$ cat config.mk
export PLATFORM = sky130hd
export DESIGN_NAME = jpeg_marker_segment_scanner_flat
export DESIGN_NICKNAME = d
export VERILOG_FILES = /design/src/rtl/core/jmss_pkg.sv /design/src/rtl/core/jmss_if.sv /design/src/rtl/core/jmss_step.sv /design/src/rtl/core/jmss_serializer.sv /design/src/rtl/core/jpeg_marker_segment_scanner.sv /design/src/flat_wrapper.sv
export VERILOG_INCLUDE_DIRS = /design/src /design/src/rtl/core
export SDC_FILE = /design/constraint.sdc
export NUM_CORES = 1
export LEC_CHECK = 0
export BUFFER_PORTS_ARGS = -buffer_cell sky130_fd_sc_hd__buf_2
export CAP_MARGIN = 20
export CORE_AREA = 2 2 146 148
export CTS_BUF_LIST = sky130_fd_sc_hd__clkbuf_8 sky130_fd_sc_hd__clkbuf_16
export DETAILED_ROUTE_END_ITERATION = 16
export DIE_AREA = 0 0 148 150
export GPL_TIMING_DRIVEN = 1
export HOLD_SLACK_MARGIN = 0.06
export PLACE_DENSITY = 0.87
export SKIP_LAST_GASP = 1
export SLEW_MARGIN = 20
export SYNTH_ARGS = -nofsm -noshare
export SYNTH_HDL_FRONTEND = slang
export SYNTH_HIERARCHICAL = 1
export SYNTH_SLANG_ARGS = --single-unit
$ cat constraint.sdc
create_clock -name clk_i -period 3.7 [get_ports clk_i]
set_clock_uncertainty 0.15 [all_clocks]
set_input_delay 0.185 -clock clk_i [delete_from_list [all_inputs] [get_ports clk_i]]
set_output_delay 0.185 -clock clk_i [all_outputs]
set_load 0.02 [all_outputs]
$ cat src/rtl/core/jpeg_marker_segment_scanner_defines.svh
// Assertion macros used by the scanner top module.
// They expand to nothing when SYNTHESIS is defined.
`ifndef JPEG_MARKER_SEGMENT_SCANNER_DEFINES_SVH
`define JPEG_MARKER_SEGMENT_SCANNER_DEFINES_SVH

`ifndef SYNTHESIS

// Clocked property check with an active-low reset.
`define JMSS_ASSERT(lbl, clk, rst_n, prop) \
  lbl: assert property (@(posedge clk) disable iff (!rst_n) (prop)) \
    else $error("scanner assertion failed");

// The condition must never hold at a clock edge.
`define JMSS_ASSERT_NEVER(lbl, clk, rst_n, cond) \
  `JMSS_ASSERT(lbl, clk, rst_n, !(cond))

`else

`define JMSS_ASSERT(lbl, clk, rst_n, prop)
`define JMSS_ASSERT_NEVER(lbl, clk, rst_n, cond)

`endif

`endif

$ cat src/rtl/core/jmss_pkg.sv
package jmss_pkg;

  // Scanner phases within the byte stream.
  typedef enum logic [2:0] {
    PH_PREFIX,
    PH_CODE,
    PH_LEN_HI,
    PH_LEN_LO,
    PH_BODY,
    PH_ENTROPY,
    PH_ENTROPY_FF
  } phase_e;

  // Result event codes.
  typedef enum logic [2:0] {
    EV_MARKER   = 3'd0,
    EV_FRAME    = 3'd1,
    EV_FILL     = 3'd2,
    EV_RESTART  = 3'd3,
    EV_TRAILING = 3'd4,
    EV_NOMARKER = 3'd5,
    EV_RUNAWAY  = 3'd6,
    EV_EOF      = 3'd7
  } event_e;

  // Marker codes and byte values of interest.
  localparam logic [7:0] MK_INVALID = 8'h00;
  localparam logic [7:0] MK_TEM     = 8'h01;
  localparam logic [7:0] MK_SOF_LO  = 8'hC0;
  localparam logic [7:0] MK_DHT     = 8'hC4;
  localparam logic [7:0] MK_JPG     = 8'hC8;
  localparam logic [7:0] MK_DAC     = 8'hCC;
  localparam logic [7:0] MK_SOF_HI  = 8'hCF;
  localparam logic [7:0] MK_RST0    = 8'hD0;
  localparam logic [7:0] MK_RST7    = 8'hD7;
  localparam logic [7:0] MK_SOI     = 8'hD8;
  localparam logic [7:0] MK_EOI     = 8'hD9;
  localparam logic [7:0] MK_SOS     = 8'hDA;
  localparam logic [7:0] MK_DHP     = 8'hDE;
  localparam logic [7:0] MK_CODE_HI = 8'hFE;
  localparam logic [7:0] MK_FILL    = 8'hFF;

  // Up to three results per byte.
  localparam int unsigned MAX_RESULTS = 3;
  localparam int unsigned CNT_W       = 2;
  localparam int unsigned BODY_FIELDS = 6;

  typedef struct packed {
    phase_e      phase;
    logic        image_ended;
    logic        scan_stopped;
    logic [7:0]  current_marker;
    logic [7:0]  length_high;
    logic [15:0] bytes_left;
    logic [2:0]  body_index;
    logic [7:0]  held_precision;
    logic [15:0] held_height;
    logic [15:0] held_width;
    logic [7:0]  held_components;
  } scan_state_t;

  typedef struct packed {
    event_e     ev;
    logic [7:0] marker;
  } result_t;

  // All results caused by one byte, plus the frame fields they may carry.
  typedef struct packed {
    result_t [MAX_RESULTS-1:0] res;
    logic [CNT_W-1:0]          count;
    logic [7:0]                precision;
    logic [15:0]               height;
    logic [15:0]               width;
    logic [7:0]                components;
  } bundle_t;

  localparam scan_state_t SCAN_RESET = '{
    phase:           PH_PREFIX,
    image_ended:     1'b0,
    scan_stopped:    1'b0,
    current_marker:  8'h00,
    length_high:     8'h00,
    bytes_left:      16'h0000,
    body_index:      3'd0,
    held_precision:  8'h00,
    held_height:     16'h0000,
    held_width:      16'h0000,
    held_components: 8'h00
  };

endpackage

$ cat src/rtl/core/jmss_if.sv
// Byte channel into the scanner.
interface jmss_byte_if;
  logic       valid;
  logic       ready;
  logic [7:0] data_byte;
  logic       final_byte;

  modport source (output valid, output data_byte, output final_byte, input ready);
  modport sink (input valid, input data_byte, input final_byte, output ready);
endinterface

// Result channel out of the scanner.
interface jmss_result_if;
  logic        valid;
  logic        ready;
  logic [2:0]  event_code;
  logic [7:0]  marker_code;
  logic [7:0]  sample_precision;
  logic [15:0] image_height;
  logic [15:0] image_width;
  logic [7:0]  component_count;
  logic        run_end;

  modport source (
    output valid, output event_code, output marker_code, output sample_precision,
    output image_height, output image_width, output component_count, output run_end,
    input ready
  );
  modport sink (
    input valid, input event_code, input marker_code, input sample_precision,
    input image_height, input image_width, input component_count, input run_end,
    output ready
  );
endinterface

$ cat src/rtl/core/jmss_step.sv
module jmss_step (
  input  jmss_pkg::scan_state_t state_i,
  input  logic [7:0]            data_byte_i,
  input  logic                  final_byte_i,
  output jmss_pkg::scan_state_t state_d_o,
  output jmss_pkg::bundle_t     bundle_o
);
  import jmss_pkg::*;

  // Append one result to the bundle while there is room.
  function automatic bundle_t push(input bundle_t bd, input event_e ev, input logic [7:0] mk);
    bundle_t r;
    r = bd;
    if (r.count < CNT_W'(MAX_RESULTS)) begin
      r.res[r.count] = '{ev: ev, marker: mk};
      r.count = r.count + CNT_W'(1);
    end
    return r;
  endfunction

  function automatic logic is_rst(input logic [7:0] m);
    return (m >= MK_RST0) && (m <= MK_RST7);
  endfunction

  // Frame headers: SOF codes other than DHT, JPG and DAC, plus DHP.
  function automatic logic is_frame(input logic [7:0] m);
    return (m == MK_DHP) ||
           ((m >= MK_SOF_LO) && (m <= MK_SOF_HI) &&
            (m != MK_DHT) && (m != MK_JPG) && (m != MK_DAC));
  endfunction

  scan_state_t nx;
  bundle_t     bd;
  logic [15:0] seg_len;
  logic [15:0] left;
  logic        do_code;
  logic        do_finish;
  logic [7:0]  b;
  logic        fin;

  assign b   = data_byte_i;
  assign fin = final_byte_i;

  always_comb begin
    nx        = state_i;
    bd        = '0;
    do_code   = 1'b0;
    do_finish = 1'b0;
    seg_len   = {state_i.length_high, b};
    left      = state_i.bytes_left - 16'd1;

    // Per-phase handling of the byte.
    if (!state_i.scan_stopped) begin
      case (state_i.phase)
        PH_PREFIX: begin
          if (!fin) begin
            if (b != MK_FILL) begin
              if (!nx.image_ended) bd = push(bd, EV_NOMARKER, b);
              nx.scan_stopped = 1'b1;
            end else begin
              nx.phase = PH_CODE;
            end
          end
        end
        PH_CODE: begin
          do_code = 1'b1;
        end
        PH_LEN_HI: begin
          nx.length_high = b;
          nx.phase       = PH_LEN_LO;
          if (fin) begin
            bd = push(bd, EV_RUNAWAY, nx.current_marker);
            nx.scan_stopped = 1'b1;
          end
        end
        PH_LEN_LO: begin
          if (seg_len < 16'd2) begin
            bd = push(bd, EV_RUNAWAY, nx.current_marker);
            nx.scan_stopped = 1'b1;
          end else begin
            nx.bytes_left      = seg_len - 16'd2;
            nx.body_index      = 3'd0;
            nx.held_precision  = 8'h00;
            nx.held_height     = 16'h0000;
            nx.held_width      = 16'h0000;
            nx.held_components = 8'h00;
            if (nx.bytes_left == 16'd0) begin
              do_finish = 1'b1;
            end else if (fin) begin
              bd = push(bd, EV_RUNAWAY, nx.current_marker);
              nx.scan_stopped = 1'b1;
            end else begin
              nx.phase = PH_BODY;
            end
          end
        end
        PH_BODY: begin
          // Capture the leading frame header bytes.
          case (state_i.body_index)
            3'd0:    nx.held_precision    = b;
            3'd1:    nx.held_height[15:8] = b;
            3'd2:    nx.held_height[7:0]  = b;
            3'd3:    nx.held_width[15:8]  = b;
            3'd4:    nx.held_width[7:0]   = b;
            3'd5:    nx.held_components   = b;
            default: ;
          endcase
          if (state_i.body_index < 3'(BODY_FIELDS)) nx.body_index = state_i.body_index + 3'd1;
          nx.bytes_left = left;
          if (left == 16'd0) begin
            do_finish = 1'b1;
          end else if (fin) begin
            bd = push(bd, EV_RUNAWAY, nx.current_marker);
            nx.scan_stopped = 1'b1;
          end
        end
        PH_ENTROPY: begin
          if (b == MK_FILL) nx.phase = PH_ENTROPY_FF;
        end
        PH_ENTROPY_FF: begin
          if ((b >= MK_SOF_LO) && (b <= MK_CODE_HI) && !is_rst(b)) begin
            do_code = 1'b1;
          end else if (b != MK_FILL) begin
            nx.phase = PH_ENTROPY;
          end
        end
        default: begin
          if (!nx.image_ended) bd = push(bd, EV_NOMARKER, b);
          nx.scan_stopped = 1'b1;
        end
      endcase

      // Marker code following a prefix.
      if (do_code) begin
        if (b == MK_INVALID) begin
          if (!nx.image_ended) bd = push(bd, EV_NOMARKER, b);
          nx.scan_stopped = 1'b1;
        end else if (b == MK_FILL) begin
          bd = push(bd, EV_FILL, MK_FILL);
          nx.phase = PH_CODE;
        end else begin
          bd = push(bd, EV_MARKER, b);
          nx.current_marker = b;
          nx.image_ended    = (b == MK_EOI);
          if (is_rst(b)) begin
            bd = push(bd, EV_RESTART, b);
            nx.phase = PH_PREFIX;
          end else if (b == MK_EOI) begin
            if (!fin) bd = push(bd, EV_TRAILING, MK_EOI);
            nx.phase = PH_PREFIX;
          end else if ((b == MK_SOI) || (b == MK_TEM)) begin
            nx.phase = PH_PREFIX;
          end else begin
            nx.phase = PH_LEN_HI;
            if (fin) begin
              bd = push(bd, EV_RUNAWAY, nx.current_marker);
              nx.scan_stopped = 1'b1;
            end
          end
        end
      end

      // End of a segment body.
      if (do_finish) begin
        if (is_frame(nx.current_marker)) bd = push(bd, EV_FRAME, nx.current_marker);
        nx.phase = (nx.current_marker == MK_SOS) ? PH_ENTROPY : PH_PREFIX;
      end

      // File ends outside a segment without an EOI.
      if (fin && !nx.scan_stopped && !nx.image_ended &&
          ((nx.phase == PH_PREFIX) || (nx.phase == PH_CODE) ||
           (nx.phase == PH_ENTROPY) || (nx.phase == PH_ENTROPY_FF))) begin
        bd = push(bd, EV_EOF, 8'h00);
      end
    end

    bd.precision  = nx.held_precision;
    bd.height     = nx.held_height;
    bd.width      = nx.held_width;
    bd.components = nx.held_components;
  end

  // The final byte of a file returns the scanner to its reset state.
  assign state_d_o = fin ? SCAN_RESET : nx;
  assign bundle_o  = bd;

endmodule

$ cat src/rtl/core/jmss_serializer.sv
module jmss_serializer (
  input  logic                  clk_i,
  input  logic                  rst_ni,
  input  logic                  load_i,
  input  jmss_pkg::bundle_t     bundle_i,
  jmss_result_if.source         out_o,
  output logic                  space_o
);
  import jmss_pkg::*;

  bundle_t          bd_q;
  logic [CNT_W-1:0] cnt_q, cnt_d;
  logic [CNT_W-1:0] idx_q, idx_d;
  logic             last;
  logic             out_fire;
  result_t          cur;

  assign cur      = bd_q.res[idx_q];
  assign last     = (idx_q == (cnt_q - CNT_W'(1)));
  assign out_fire = out_o.valid && out_o.ready;

  // Room for a new bundle once the stored one is empty or its last result leaves.
  assign space_o = (cnt_q == '0) || (out_o.ready && last);

  always_comb begin
    cnt_d = cnt_q;
    idx_d = idx_q;
    if (load_i) begin
      cnt_d = bundle_i.count;
      idx_d = '0;
    end else if (out_fire) begin
      if (last) cnt_d = '0;
      else      idx_d = idx_q + CNT_W'(1);
    end
  end

  always_ff @(posedge clk_i or negedge rst_ni) begin
    if (!rst_ni) begin
      cnt_q <= '0;
      idx_q <= '0;
    end else begin
      cnt_q <= cnt_d;
      idx_q <= idx_d;
    end
  end

  // Result payload register.
  always_ff @(posedge clk_i) begin
    if (load_i) bd_q <= bundle_i;
  end

  // Frame fields show only on a frame info result.
  assign out_o.valid            = (cnt_q != '0);
  assign out_o.event_code       = cur.ev;
  assign out_o.marker_code      = cur.marker;
  assign out_o.sample_precision = (cur.ev == EV_FRAME) ? bd_q.precision  : 8'h00;
  assign out_o.image_height     = (cur.ev == EV_FRAME) ? bd_q.height     : 16'h0000;
  assign out_o.image_width      = (cur.ev == EV_FRAME) ? bd_q.width      : 16'h0000;
  assign out_o.component_count  = (cur.ev == EV_FRAME) ? bd_q.components : 8'h00;
  assign out_o.run_end          = last;

endmodule

$ cat src/rtl/core/jpeg_marker_segment_scanner.sv
// JPEG marker segment scanner. Bytes of a JPEG file enter on in_i, one per
// transaction, with final_byte set on the last byte of each file; marker events,
// frame header info and warnings or errors leave on out_o, one result per
// transaction, with run_end marking the last result caused by a byte. A byte
// is decoded in the cycle it is accepted and its zero to three results are held
// in a result register that delivers one result per cycle while out_o is ready.
// A new byte is accepted only once the register is empty or in the cycle its
// last result is taken. The state resets itself after every final byte.
`include "jpeg_marker_segment_scanner_defines.svh"

module jpeg_marker_segment_scanner (
  input  logic          clk_i,
  input  logic          rst_ni,
  jmss_byte_if.sink     in_i,
  jmss_result_if.source out_o
);
  import jmss_pkg::*;

  scan_state_t state_q, state_d;
  bundle_t     bundle;
  logic        space;
  logic        in_fire;

  assign in_i.ready = space;
  assign in_fire    = in_i.valid && in_i.ready;

  jmss_step u_step (
    .state_i      (state_q),
    .data_byte_i  (in_i.data_byte),
    .final_byte_i (in_i.final_byte),
    .state_d_o    (state_d),
    .bundle_o     (bundle)
  );

  // Scanner state advances on every accepted byte.
  always_ff @(posedge clk_i or negedge rst_ni) begin
    if (!rst_ni) begin
      state_q <= SCAN_RESET;
    end else if (in_fire) begin
      state_q <= state_d;
    end
  end

  jmss_serializer u_ser (
    .clk_i    (clk_i),
    .rst_ni   (rst_ni),
    .load_i   (in_fire),
    .bundle_i (bundle),
    .out_o    (out_o),
    .space_o  (space)
  );

  // A stopped scan gives no results on any byte, the final byte included.
  `JMSS_ASSERT(a_stopped_silent, clk_i, rst_ni,
    (in_fire && state_q.scan_stopped) |-> (bundle.count == '0))
  // The final byte leaves the scanner in its reset state.
  `JMSS_ASSERT(a_final_resets, clk_i, rst_ni,
    (in_fire && in_i.final_byte) |=> (state_q == SCAN_RESET))
  // After the last result of a byte leaves, new results need a new byte.
  `JMSS_ASSERT(a_no_phantom_results, clk_i, rst_ni,
    (out_o.valid && out_o.ready && out_o.run_end) |=> (!out_o.valid || $past(in_fire)))

endmodule
$ cat src/flat_wrapper.sv
// flat-port wrapper written by rule: the top's interface ports become plain ports
module jpeg_marker_segment_scanner_flat import jmss_pkg::*;
  (clk_i, rst_ni, in_i_valid, in_i_data_byte, in_i_final_byte, in_i_ready, out_o_valid, out_o_event_code, out_o_marker_code, out_o_sample_precision, out_o_image_height, out_o_image_width, out_o_component_count, out_o_run_end, out_o_ready);
  jmss_byte_if in_i_i ();
  jmss_result_if out_o_i ();
  input  logic clk_i;
  input  logic rst_ni;
  input wire logic [$bits(in_i_i.valid)-1:0] in_i_valid;
  input wire logic [$bits(in_i_i.data_byte)-1:0] in_i_data_byte;
  input wire logic [$bits(in_i_i.final_byte)-1:0] in_i_final_byte;
  output wire logic [$bits(in_i_i.ready)-1:0] in_i_ready;
  output wire logic [$bits(out_o_i.valid)-1:0] out_o_valid;
  output wire logic [$bits(out_o_i.event_code)-1:0] out_o_event_code;
  output wire logic [$bits(out_o_i.marker_code)-1:0] out_o_marker_code;
  output wire logic [$bits(out_o_i.sample_precision)-1:0] out_o_sample_precision;
  output wire logic [$bits(out_o_i.image_height)-1:0] out_o_image_height;
  output wire logic [$bits(out_o_i.image_width)-1:0] out_o_image_width;
  output wire logic [$bits(out_o_i.component_count)-1:0] out_o_component_count;
  output wire logic [$bits(out_o_i.run_end)-1:0] out_o_run_end;
  input wire logic [$bits(out_o_i.ready)-1:0] out_o_ready;
  assign in_i_i.valid = in_i_valid;
  assign in_i_i.data_byte = in_i_data_byte;
  assign in_i_i.final_byte = in_i_final_byte;
  assign in_i_ready = in_i_i.ready;
  assign out_o_valid = out_o_i.valid;
  assign out_o_event_code = out_o_i.event_code;
  assign out_o_marker_code = out_o_i.marker_code;
  assign out_o_sample_precision = out_o_i.sample_precision;
  assign out_o_image_height = out_o_i.image_height;
  assign out_o_image_width = out_o_i.image_width;
  assign out_o_component_count = out_o_i.component_count;
  assign out_o_run_end = out_o_i.run_end;
  assign out_o_i.ready = out_o_ready;
  jpeg_marker_segment_scanner u_core (.clk_i(clk_i), .rst_ni(rst_ni), .in_i(in_i_i), .out_o(out_o_i));
endmodule
# ---- After elaboration in Yosys (flattened, before gate mapping)
# Cells that the tools add are included.
dict set report word_totals {
  reg_bits 173
  word_cells 251
  inputBits 13
}
dict set report op_classes {
  n_addsub 9
  reduce_logical 45
  n_bitwise 9
  mux 114
  n_eq_ne 30
  n_lt_le_gt_ge 21
}
# op count
set op_table {}
lappend op_table {{83-bit 2-to-1 mux} 16}
lappend op_table {{35-bit 2-to-1 mux} 12}
lappend op_table {{83-bit one-hot mux with 5 select lines} 1}
lappend op_table {{61-bit 2-to-1 mux} 6}
lappend op_table {{88-bit 2-to-1 mux} 2}
lappend op_table {{33-bit bitwise mux} 5}
lappend op_table {{67-bit one-hot mux with 2 select lines} 1}
lappend op_table {{11-bit demux with 2-bit select} 4}
lappend op_table {{8-bit 2-to-1 mux} 10}
lappend op_table {{67-bit 2-to-1 mux} 1}
lappend op_table {{11-bit 2-to-1 mux} 5}
lappend op_table {{50-bit 2-to-1 mux} 1}
lappend op_table {{8-bit == test (second input constant)} 5}
lappend op_table {{3-bit 2-to-1 mux} 12}
lappend op_table {{16-bit zero test} 2}
lappend op_table {{16-bit 2-to-1 mux} 2}
lappend op_table {{8-bit inequality test (second input constant)} 4}
lappend op_table {{27-bit OR} 1}
lappend op_table {{13-bit 2-to-1 mux} 2}
lappend op_table {{24-bit bitwise AND} 1}
lappend op_table {{8-bit >= comparator (second input constant)} 3}
lappend op_table {{8-bit <= comparator (second input constant)} 3}
lappend op_table {{24-bit NOT} 1}
lappend op_table {{11-bit binary-select mux with 2-bit select} 1}
lappend op_table {{44 further kinds} 127}

# ---- Depth between registers and ports, before layout
dict set report logic_depth {
  word_depth 49
  ltp_mapped 21
  mapped_depth_nobuf 17
}

# ---- Cells and area by module
# The synthesis kept the hierarchy.
# mod cells_per_inst seq_area_each_um2 area_each_um2 instances
set modules_own_cells {}
lappend modules_own_cells {jmss_step 755 0.0 4433.0 1}
lappend modules_own_cells {jmss_serializer 257 2532.4 3578.4 1}
lappend modules_own_cells {jpeg_marker_segment_scanner 187 2202.1 3304.4 1}

# ---- Least setup slack after synthesis
# No wires, ideal clock.
dict set report synth_path {
  kind {input port to flip-flop}
  start {input port in_i_data_byte[1]}
  end {register u_core.u_ser.cnt_q[0]}
  path_slack_ns -0.162
  n_path_buf 4
  cell_stages 21
  arrival_ns 3.557
  cell_sequence {buf_2 > buf_1 > inv_1 > ha_1 > clkbuf_1 > o21bai_1 > and4_1 > o32ai_1 > nand4_1 > o211ai_2 > nand3_1 > buf_4 > ha_1 > a21oi_1 > nor3_1 > o211a_1 > a211o_1 > a21boi_0 > nor3_1 > nand2_1 > o21ai_0}
}
# element line_no
set synth_lines {}
lappend synth_lines {{from (decl)} flat_wrapper.sv:9} ;# input wire logic [$bits(in_i_i.data_byte)-1:0] in_i_data_byte;
lappend synth_lines {{to (signal assigned)} jmss_serializer.sv:42} ;# cnt_q <= cnt_d;
lappend synth_lines {{to (decl)} jmss_serializer.sv:12} ;# logic [CNT_W-1:0] cnt_q, cnt_d;

# ---- Worst setup path in the final report
dict set report layout_path {
  start {register u_core/state_q[59] in the netlist's numbering}
  end {register u_core/u_ser/bd_q[70] in the netlist's numbering, data pin}
}
dict set report layout_via {
  elab_chain_cells 33
}
# element line_no
set layout_rtl {}
lappend layout_rtl {{from (decl)} jpeg_marker_segment_scanner.sv:19} ;# scan_state_t state_q, state_d;
lappend layout_rtl {{from (signal assigned)} jpeg_marker_segment_scanner.sv:40} ;# state_q <= state_d;
lappend layout_rtl {{16-bit by 1-bit subtractor with 16-bit output (*)} jmss_step.sv:50} ;# left = state_i.bytes_left - 16'd1;
lappend layout_rtl {{16-bit zero test (*)} jmss_step.sv:110} ;# if (left == 16'd0) begin
lappend layout_rtl {{83-bit 2-to-1 mux} jmss_step.sv:110}
lappend layout_rtl {{83-bit one-hot mux with 5 select lines} jmss_step.sv:54} ;# case (state_i.phase)
lappend layout_rtl {{83-bit 2-to-1 mux} jmss_step.sv:53} ;# if (!state_i.scan_stopped) begin
lappend layout_rtl {{2-bit by 1-bit adder with 2-bit output, or another cell as far along} jmss_step.sv:16} ;# r.count = r.count + CNT_W'(1);
lappend layout_rtl {{35-bit 2-to-1 mux or 1-bit logical AND (tied branches)} {jmss_step.sv:14, jmss_step.sv:15}}
lappend layout_rtl {{35-bit 2-to-1 mux or 11-bit 2-to-1 mux (tied branches)} {jmss_step.sv:138, jmss_step.sv:15}}
lappend layout_rtl {{[... 17 more ...]} -}
lappend layout_rtl {{83-bit 2-to-1 mux or 33-bit bitwise mux (tied branches)} {jmss_step.sv:53, jmss_step.sv:15}}
lappend layout_rtl {{2-bit by 3-bit < comparator with 1-bit output (not written as such), or another cell as far along} jmss_step.sv:15} ;# r.res[r.count] = '{ev: ev, marker: mk};
lappend layout_rtl {{1-bit logical AND (not written as such) or 83-bit 2-to-1 mux (tied branches)} {jmss_step.sv:15, jmss_step.sv:165}}
lappend layout_rtl {{11-bit 2-to-1 mux (not written as such) or 83-bit 2-to-1 mux (tied branches)} {jmss_step.sv:15, jmss_step.sv:164}}
lappend layout_rtl {{11-bit demux with 2-bit select or 83-bit 2-to-1 mux (tied branches)} {jmss_step.sv:15, jmss_step.sv:53}}
lappend layout_rtl {{9-bit OR (no line)} -}
lappend layout_rtl {{35-bit 2-to-1 mux} jmss_step.sv:14} ;# if (r.count < CNT_W'(MAX_RESULTS)) begin
lappend layout_rtl {{83-bit 2-to-1 mux (*)} jmss_step.sv:170} ;# if (fin && !nx.scan_stopped && !nx.image_ended &&
lappend layout_rtl {{to (signal assigned)} jmss_serializer.sv:49} ;# if (load_i) bd_q <= bundle_i;
lappend layout_rtl {{to (decl)} jmss_serializer.sv:11} ;# bundle_t bd_q;
# Every way passes the cells marked *; elsewhere a longest branch is shown, timed or not. The select of a mux whose other input is x is not followed.
# A chain may end at the register's enable or synchronous reset.

==> flow_metrics.tcl <==
set metrics [dict create \
    grt-ovfl-total 0 \
    fin_setup_tns_ns -0.03971 \
    core.rowCount 53 \
    p_leak_nw 5.625 \
    core_area_um2 20690 \
    arrival_ns 3.87 \
    numCtsBuffers 17 \
    setup_viol 1 \
    vias_per_cell 6.217 \
    fillerInstances 1639 \
    cts_num_sinks 173 \
    wl_met1_mm 12.50 \
    place_hpwl_mm 21.03 \
    critPathMaxStageDelay_ns 0.45 \
    route.met3.wl_mm 2.353 \
    fin_crit_sh 1.011 \
    peakVddDrop_v 0.0004033 \
    drv_cap 0 \
    worstPathMaxFanout 6 \
    rsz0062_at_grt "yes" \
    async_reset_ff_frac 0.5318 \
    grt_pass1_vias 9489 \
    die_h_um 150 \
    root_buffer "clkbuf_16" \
    crit_path_top_delay_cell "nor4_1" \
    clk_latency_ns 0.43 \
    drv_slew 0 \
    drt_wl_total_mm 31.39 \
    first_iter_violations 944 \
    wl_per_cell_um 19.74 \
    synth-edff-count 81 \
    slew_headroom 0.2691 \
    htreeDepth 4 \
    max_freq_mhz 267.4 \
    synthToLayoutAreaGrowth_pct 16.71 \
    synth_common_cells "nand2_1 (121), dfrtp_1 (92), nor2_1 (88), edfxtp_1 (81), mux2_2 (81)" \
    die_w_um 148 \
    worstSetupPathType "reg -> reg" \
    wl_met2_mm 15.34 \
    utilization 0.6383 \
    worst_setup_path_end_kind "register" \
    antenna_found_initial 0 \
    io_pins 75 \
    dp_slack_ns -0.1144 \
    topRoutingLayerUsed "met4" \
    syn_avg_cell_area_um2 9.438 \
    drtPass1Iterations 6 \
    vias 9885 \
    worst_slack_ns -0.03971 \
    fin_nets 1331 \
    yosys_warnings 6 \
    cts_tree "built" \
    cp_cell_sequence "nor4_1 -> nand4_1 -> xor2_2 -> o2111ai_2 -> o31ai_4 -> nand3_4 -> buf_6 -> ha_4 -> nor2_4 -> nor2_2 -> nor2_1 -> a211o_1 -> a211o_1 -> a21oi_1" \
    required_ns 3.83 \
    powerDensity_nw_per_um2 781.8 \
    synth_cells 1199 \
    yosysTopAreaCell "edfxtp_1" \
    start_util 0.5469 \
    clk_path_buf_depth 2 \
    ys_ff_latch 173 \
    synth_cell_type_count 81 \
    gp_congestion 0.9615 \
    hold_class "in -> reg" \
    whs_ns 0.1009 \
    grt_usage 0.2817 \
    syn_area_um2 11320 \
    tightest_slew_ns 1.095 \
    violations "setup timing" \
    drive_gt1_frac 0.2707 \
    fp.dieArea_um2 22200 \
    grt_max_degree 134 \
    worst_path_most_repeated_cell "a211o_1" \
    n_antenna_cell 0 \
    ys.flop_type "dfrtp_1" \
    synthTopCellsByArea "edfxtp_1 (21%), dfrtp_1 (20%), mux2_2 (8.1%)" \
    startpoint_type "register" \
    synth_top_area_frac 0.2149 \
    drc 0 \
    port_buffers 74 \
    synthMostInstantiatedCell "nand2_1" \
    grt_pass1_wl_mm 49.75 \
    path_clk_slew_ns 0.07 \
    status "complete, but fails checks" \
    hold_viol 0 \
    layout_min_cycle_time_ns 3.740 \
    ys_seq_area_frac 0.4184 \
    ant_nets 0 \
]
cell type report:
cell class                 instances  area [µm²]  share of cell area
clock inverter                    15       178.9             0.01355
clock buffer                      17       425.4             0.03221
sequential                       173        4735              0.3585
multi-input combinational        861        6011              0.4551
tap                              275       344.1             0.02605
timing repair buffer             182        1261             0.09550
inverter                          67       251.5             0.01904
metal layers:
metal | up-vias | global-route usage
met5 | - | 0
met4 | 0 | 0.1229
met3 | 106 | 0.04390
met2 | 525 | 0.4690
met1 | 4737 | 0.3661
li1 | 4517 | -
final timing paths:
| kind | startpoint | end | slack, ns | cells after the start |
|---|---|---|---|---|
| min reg2reg | u_core/state_q[43] | u_core/state_q[43] | 0.36 | 1 |
| max | u_core/state_q[59] | u_core/u_ser/bd_q[70] | -0.04 | 14 |
| max in group asynchronous | rst_ni | u_core/state_q[54] | 2.35 | 3 |
| max reg2reg | u_core/state_q[59] | u_core/u_ser/bd_q[70] | -0.04 | 14 |
| min | in_i_data_byte[6] | u_core/state_q[73] | 0.10 | 4 |
| min in group asynchronous | rst_ni | u_core/state_q[20] | 0.20 | 2 |
repair_timing:
item | CTS | global route
setup buffers | 3 | 5
pin swaps | 6 | 7
endpoints found under the hold margin | 52 | 0
setup endpoints to repair | 11 | 19
hold buffers | 3 | 0
resized for setup | 3 | 24
worst max-delay path: cells and delay by family, from the launching register on:
family | cells | cell delay, ns
compound gates | 5 | 1.31
simple gates | 6 | 1.05
flops | 1 | 0.40
fa+ha+maj | 1 | 0.27
xor+xnor | 1 | 0.22
buf+inv | 1 | 0.17
through the flow:
stage	instances	total power, mW	area (µm²)
2_1_floorplan	1201	6.504	11330
3_3_place_gp	1547	7.988	12370
3_5_place_dp	1547	8.115	12370
4_1_cts	1585	10.04	13040
5_1_grt	1590	10.90	13210
6_report	1590	10.32	13210
registers in the layout, indices dropped and copies added (netlist names):
register	flops
u_core/state_q	88
u_core/u_ser/bd_q	81
u_core/u_ser/cnt_q	2
u_core/u_ser/idx_q	2
cell usage in the layout, fill, tap and decap left out, types with 60 or more instances in the layout:
master,synthesis,final
nand2_1,121,119
inv_1,66,67
dfrtp_1,92,92
o21ai_0,74,71
mux2_2,81,81
a21oi_1,65,60
buf_4,6,99
nor2_1,88,86
and2_1,60,60
buf_2,22,73
edfxtp_1,81,81
kinds of logic after synthesis:
| logic type | count (synthesis) | synth area share |
|---|---|---|
| AND/OR/NAND/NOR | 445 | 0.2122 |
| AO/OA/AOI/OAI | 258 | 0.1515 |
| flip-flops | 173 | 0.4184 |
| buffers and inverters | 167 | 0.06645 |
| multiplexers | 113 | 0.1133 |
| XOR/XNOR | 26 | 0.02012 |
| adder cells (fa/ha/maj) | 16 | 0.01769 |
| other | 1 | 0.0003314 |
power by group:
part	leakage (nW)	total, mW	internal (mW)	switching [mW]
sequential	2.07	2.88	2.54	0.341
combinational	3.25	5.62	2.21	3.40
clock	0.299	1.83	0.966	0.864
Power figures use the tool's default switching activity.
